## src/design/cpod_pkg.sv

```systemverilog
package cpod_pkg;

  // Widths used across the datapath
  localparam int NUM_W = 52;   // divider numerator, signed
  localparam int DEN_W = 34;   // divider denominator, signed
  localparam int PAR_W = 18;   // Q1.16 parameter, signed
  localparam int QB_W  = 17;   // quotient magnitude bits
  localparam int THR_W = 32;
  localparam logic [31:0] THR_RESET = 32'd4295;
  localparam logic signed [PAR_W-1:0] ONE_Q16 = 18'sd65536;

  // Per-request data carried alongside the divider pipelines
  typedef struct packed {
    logic signed [PAR_W-1:0] s;
    logic signed [PAR_W-1:0] t;
    logic                    ft;
    logic                    need3;
    logic [31:0]             a;
    logic signed [32:0]      b;
    logic [31:0]             c;
    logic signed [33:0]      d;
    logic signed [33:0]      e;
    logic signed [16:0]      qx;
    logic signed [16:0]      qy;
    logic signed [15:0]      h1x;
    logic signed [15:0]      h1y;
    logic signed [15:0]      h2x;
    logic signed [15:0]      h2y;
    logic [16:0]             rsum;
  } side_t;

endpackage

```

## src/design/cpod_div.sv

```systemverilog
module cpod_div #(
  parameter int SIDE_W = 1
) (
  input  logic                                clk,
  input  logic                                rst,
  input  logic                                in_valid,
  input  logic signed [cpod_pkg::NUM_W-1:0]   num,
  input  logic signed [cpod_pkg::DEN_W-1:0]   den,
  input  logic [SIDE_W-1:0]                   side_in,
  output logic                                out_valid,
  output logic signed [cpod_pkg::PAR_W-1:0]   quot,
  output logic                                sat,
  output logic [SIDE_W-1:0]                   side_out
);

  localparam int NST = cpod_pkg::QB_W;

  // Prep: fold signs so the divisor is positive, check saturation
  logic signed [cpod_pkg::NUM_W-1:0] num_adj, num_mag;
  logic signed [cpod_pkg::DEN_W-1:0] den_pos;
  logic [50:0] mag;
  logic [32:0] den_a;
  logic        over, num_neg, den_zero;

  always_comb begin
    den_pos  = den[cpod_pkg::DEN_W-1] ? -den : den;
    num_adj  = den[cpod_pkg::DEN_W-1] ? -num : num;
    num_neg  = num_adj[cpod_pkg::NUM_W-1];
    num_mag  = num_neg ? -num_adj : num_adj;
    mag      = num_mag[50:0];
    den_a    = den_pos[32:0];
    den_zero = (den == '0);
    over     = mag > {2'b00, den_a, 16'b0};
  end

  logic              vld  [0:NST];
  logic              zr   [0:NST];
  logic              ov   [0:NST];
  logic              ng   [0:NST];
  logic [50:0]       rem  [0:NST];
  logic [32:0]       dv   [0:NST];
  logic [NST-1:0]    qb   [0:NST];
  logic [SIDE_W-1:0] sd   [0:NST];

  always_ff @(posedge clk) begin
    if (rst) begin
      vld[0] <= 1'b0;
    end else begin
      vld[0] <= in_valid;
    end
    zr[0]  <= den_zero;
    ov[0]  <= over;
    ng[0]  <= num_neg;
    rem[0] <= mag;
    dv[0]  <= den_a;
    qb[0]  <= '0;
    sd[0]  <= side_in;
  end

  // One quotient bit per stage, most significant first
  for (genvar j = 0; j < NST; j++) begin : g_stage
    localparam int B = NST - 1 - j;
    logic [50:0] shifted;
    logic        take;
    assign shifted = {18'b0, dv[j]} << B;
    assign take    = rem[j] >= shifted;

    always_ff @(posedge clk) begin
      if (rst) begin
        vld[j+1] <= 1'b0;
      end else begin
        vld[j+1] <= vld[j];
      end
      zr[j+1]  <= zr[j];
      ov[j+1]  <= ov[j];
      ng[j+1]  <= ng[j];
      dv[j+1]  <= dv[j];
      sd[j+1]  <= sd[j];
      rem[j+1] <= take ? rem[j] - shifted : rem[j];
      qb[j+1]  <= qb[j] | (take ? (NST'(1) << B) : '0);
    end
  end

  // Result: zero divisor gives 0, overflow saturates to +/-1
  logic signed [cpod_pkg::PAR_W-1:0] qmag;
  always_comb begin
    qmag = {1'b0, qb[NST]};
    if (zr[NST]) begin
      quot = '0;
    end else if (ov[NST]) begin
      quot = ng[NST] ? -cpod_pkg::ONE_Q16 : cpod_pkg::ONE_Q16;
    end else begin
      quot = ng[NST] ? -qmag : qmag;
    end
  end

  assign sat       = !zr[NST] && ov[NST];
  assign out_valid = vld[NST];
  assign side_out  = sd[NST];

endmodule

```

## config.mk

```make
export PLATFORM = sky130hd
export DESIGN_NAME = cpod_div
export DESIGN_NICKNAME = d
export VERILOG_FILES = /design/src/design/cpod_pkg.sv /design/src/design/cpod_div.sv
export SDC_FILE = /design/constraint.sdc
export NUM_CORES = 2
export LEC_CHECK = 0
export BUFFER_PORTS_ARGS = -buffer_cell sky130_fd_sc_hd__buf_4
export CAP_MARGIN = 40
export CORE_MARGIN = 10
export CORE_UTILIZATION = 30
export DETAILED_ROUTE_END_ITERATION = 8
export HOLD_SLACK_MARGIN = 0.12
export PLACE_DENSITY = 0.55
export SLEW_MARGIN = 20
export SYNTH_ARGS = -nofsm -noshare
export SYNTH_HDL_FRONTEND = slang
export SYNTH_SLANG_ARGS = --single-unit
```

## constraint.sdc

```tcl
create_clock -name clk -period 5.1 [get_ports clk]
set_input_delay 0.51 -clock clk [delete_from_list [all_inputs] [get_ports clk]]
set_output_delay 0.51 -clock clk [all_outputs]
set_load 0.02 [all_outputs]
```

==> metrics.md <==
| Metric | Value |
|---|---|
| Outcome | `finished, final reports clean` |
| Synthesized instance count | `8527` |
| Initial Util | `30.2%` |
| Reg clk slew, reported paths | `0.06 ns` |
| Total gr overflow | `0` |
| R2R cell count | `13` |
| Post-synth EDFFs | `0` |
| Post-synth cell types | `87` |
| Vias in the first global route | `61900` |
| MaxCap Viol Count | `0` |
| Fraction of layout cells with a size suffix above 1 | `9.99%` |
| Row count | `185` |
| Die W | `526 microns` |
| Pwr/cell area | `665 nW/um^2` |
| F_max | `206 MHz` |
| Least-Margin Pin Slew | `0.847 ns` |
| Rel. slew slack | `42.9%` |
| Non-Filler Cell Area, Final | `90400 sq um` |
| Initial DRC Count | `3020` |
| Maximum fanout along the worst path | `9` |
| I/O Buffers | `110` |
| Pre-antenna DRT Iters | `6` |
| Final setup viols | `0` |
| Clock root cell | `clkbuf_16` |
| Crit path required time | `5.79 ns` |
| Clk_skew | `0.0478 ns` |
| Met3 WL | `6.31 mm` |
| Setup slack after layout | `0.255 ns` |
| DR top layer | `met4` |
| Synthesized area | `76900 sq um` |
| Largest net degree at the start of global routing | `69` |
| Leak Pwr | `0.0400 uW` |
| CORE AREA | `255000 sq um` |
| First-pass GRT wire length | `318 mm` |
| YS warnings | `0` |
| Final GP Congestion | `0.917` |
| TritonCTS clock tree | `done` |
| Post-synthesis register bit count | `1671` |
| Hold Path Depth | `4` |
| Routed WL | `199 mm` |
| Seq/Total Area, Yosys | `43.5%` |
| Worst hold path class | `primary input to flip-flop` |
| Place WS | `-0.682 ns` |
| Ys async rst share | `0%` |
| Clock Path Buffers | `3` |
| Initial antenna violation count | `4` |
| Post-DP Area | `83700 sq um` |
| Synth area leaders | `dfxtp_1, ha_1, xnor2_1, a21oi_1, xor2_1` |
| Num CTS Buffers | `181` |
| Critical Path Sink Type | `flip-flop` |
| Vias/cell | `4.79` |
| Crit path DAT | `5.54 ns` |
| Commonest cells post-synth | `dfxtp_1, inv_1, a21oi_1` |
| Mean post-synth cell area | `9.02 sq um` |
| DR vias | `59800` |
| Post-layout min period | `4.84 ns` |
| Max-slew violations | `0` |
| Final hold violation count | `0` |
| Share of the synthesized area in the top cell type | `43.5%` |
| Dominant cell by count in the synthesized netlist | `dfxtp_1` |
| Die area | `277000 sq um` |
| Worst reg2reg setup slack | `0.73 ns` |
| Hold Path End | `dv[0][1]` |
| Post-synth top area cell | `dfxtp_1` |
| Tot GR Track Use | `13.8%` |
| Die Y | `526 microns` |
| Setup crit start kind | `primary input` |
| Period utilisation layout | `95.0%` |
| H-tree level count | `4` |
| Synth Flop Type | `dfxtp_1` |
| Area growth, synth to finish | `17.5%` |
| Post-route DRC | `0` |
| Peak supply drop | `0.000314 V` |
| Metal2 WL | `97.3 mm` |
| WS Path Type | `primary input to flip-flop` |
| Synth Net Count | `9231` |
| Hpwl dp | `161 mm` |
| Clock Latency Late Sink | `0.84 ns` |
| CTS sink count | `1671` |
| WL met1 | `79.9 mm` |
| DRT antenna net count | `0` |
| RR Endpoint | `rem[15][46]` |
| Final nets | `9670` |
| Min-delay src | `den[1]` |
| Top Ports | `111` |
| Filler instances | `25500` |
| Critical R2R Launch | `dv[14][31]` |
| Drt wl/cell | `15.9 microns` |
## layout make-up
class / count / area [sq um] / share of cell area (%)
multi-input combinational: 5881 / 40000 / 44.2
sequential: 1671 / 33500 / 37.0
timing repair buffer: 478 / 3860 / 4.28
tap: 3366 / 4210 / 4.66
antenna: 4 / 10.0 / 0.0111
clock buffer: 262 / 5260 / 5.82
inverter: 753 / 2830 / 3.13
clock inverter: 67 / 759 / 0.840
## cells by family after synthesis
logic type | after synthesis | share of synthesized area [%]
and+or+nand+nor | 2280 | 14.6
AOI/OAI and AO/OA | 2173 | 17.4
DFF | 1671 | 43.5
muxes | 78 | 1.13
buffers and inverters | 975 | 4.80
adders and majority gates | 614 | 10.1
xor gates and xnor gates | 736 | 8.39
## cells in the final DEF, fill, tap and decap left out, types with 38 or more instances in the layout
master / instances
dfxtp_1: 1671
inv_1: 750
a21oi_1: 660
nand2_1: 655
ha_1: 598
o21ai_0: 597
nor2_1: 528
buf_4: 410
xnor2_1: 384
xor2_1: 348
a21o_1: 310
clkbuf_16: 181
nor3_1: 171
nand3_1: 136
nor2b_1: 113
nand4_1: 105
nor4_1: 96
nand2b_1: 92
o21a_1: 71
mux2_2: 70
and3_1: 66
a31oi_1: 65
o21bai_1: 64
or3_1: 61
o31ai_1: 61
dlygate4sd3_1: 52
and2_1: 49
or2_2: 48
a211oi_1: 47
or4_1: 43
clkbuf_8: 43
clkbuf_1: 38
## power by group
| group | internal (uW) | switching [uW] | total, uW |
|---|---|---|---|
| Clock | 7600 | 5320 | 12900 |
| Sequential | 17300 | 2530 | 19900 |
| Combinational | 12200 | 15100 | 27300 |
## state kept, by name, indices dropped and copies added, names as in the netlist
register / flops
sd: 18
rem: 867
ng: 18
ov: 18
dv: 561
zr: 18
vld: 18
qb: 153
## metal layers
layer	vias up	track usage, %
li1	30500	-
met1	27400	14.4
met2	1276	25.5
met3	573	2.05
met4	0	9.73
met5	-	0
## timing repair
| item | 4_1_cts | 5_1_grt |
|---|---|---|
| hold endpoints to repair | 56 | 0 |
| resized for setup | 0 | 8 |
| setup buffers | 0 | 4 |
| setup endpoints to repair | 0 | 1 |
| hold buffers | 52 | 0 |
## worst max path at each step
stage	endpoint	from	slack, ns
2_1_floorplan	ov[0]	num[8]	-0.09
3_3_place_gp	ov[0]	num[9]	-0.74
3_5_place_dp	ov[0]	num[9]	-0.68
4_1_cts	ov[0]	num[9]	0.22
5_1_grt	ov[0]	num[9]	-0.0004
6_report	ov[0]	num[9]	0.26
## critical path, stage by stage
cell and delay [ns]:
buf_4 0.12, or4_4 0.54, or4_4 0.50, buf_4 0.19, o31ai_2 0.20, xor2_1 0.29, nand3_2 0.16, nor2_2 0.16
nand4b_1 0.10, buf_4 0.17, nor4_4 0.30, buf_4 0.19, a21oi_1 0.08, xnor2_1 0.16, ha_1 0.31, nand4_1 0.14
nor3_2 0.31, nand4_1 0.11, or3_1 0.31, nor4_1 0.19, buf_4 0.15, a21oi_1 0.05, or3_1 0.29
## stage by stage
step / utilization, % / hold slack (ns) / std cells / setup TNS [ns] / total power (uW)
3_5_place_dp: 32.9 / 0.312 / 12100 / -0.682 / 47200
6_report: 35.5 / 0.203 / 12500 / 0 / 60100
4_1_cts: 35.5 / 0.132 / 12500 / 0 / 60500
2_1_floorplan: - / 0.310 / 8527 / -0.0862 / 40100
3_3_place_gp: 32.9 / 0.310 / 12100 / -0.740 / 46600
5_1_grt: 35.5 / 0.190 / 12500 / -0.000448 / 64800
Power figures use the tool's default switching activity.
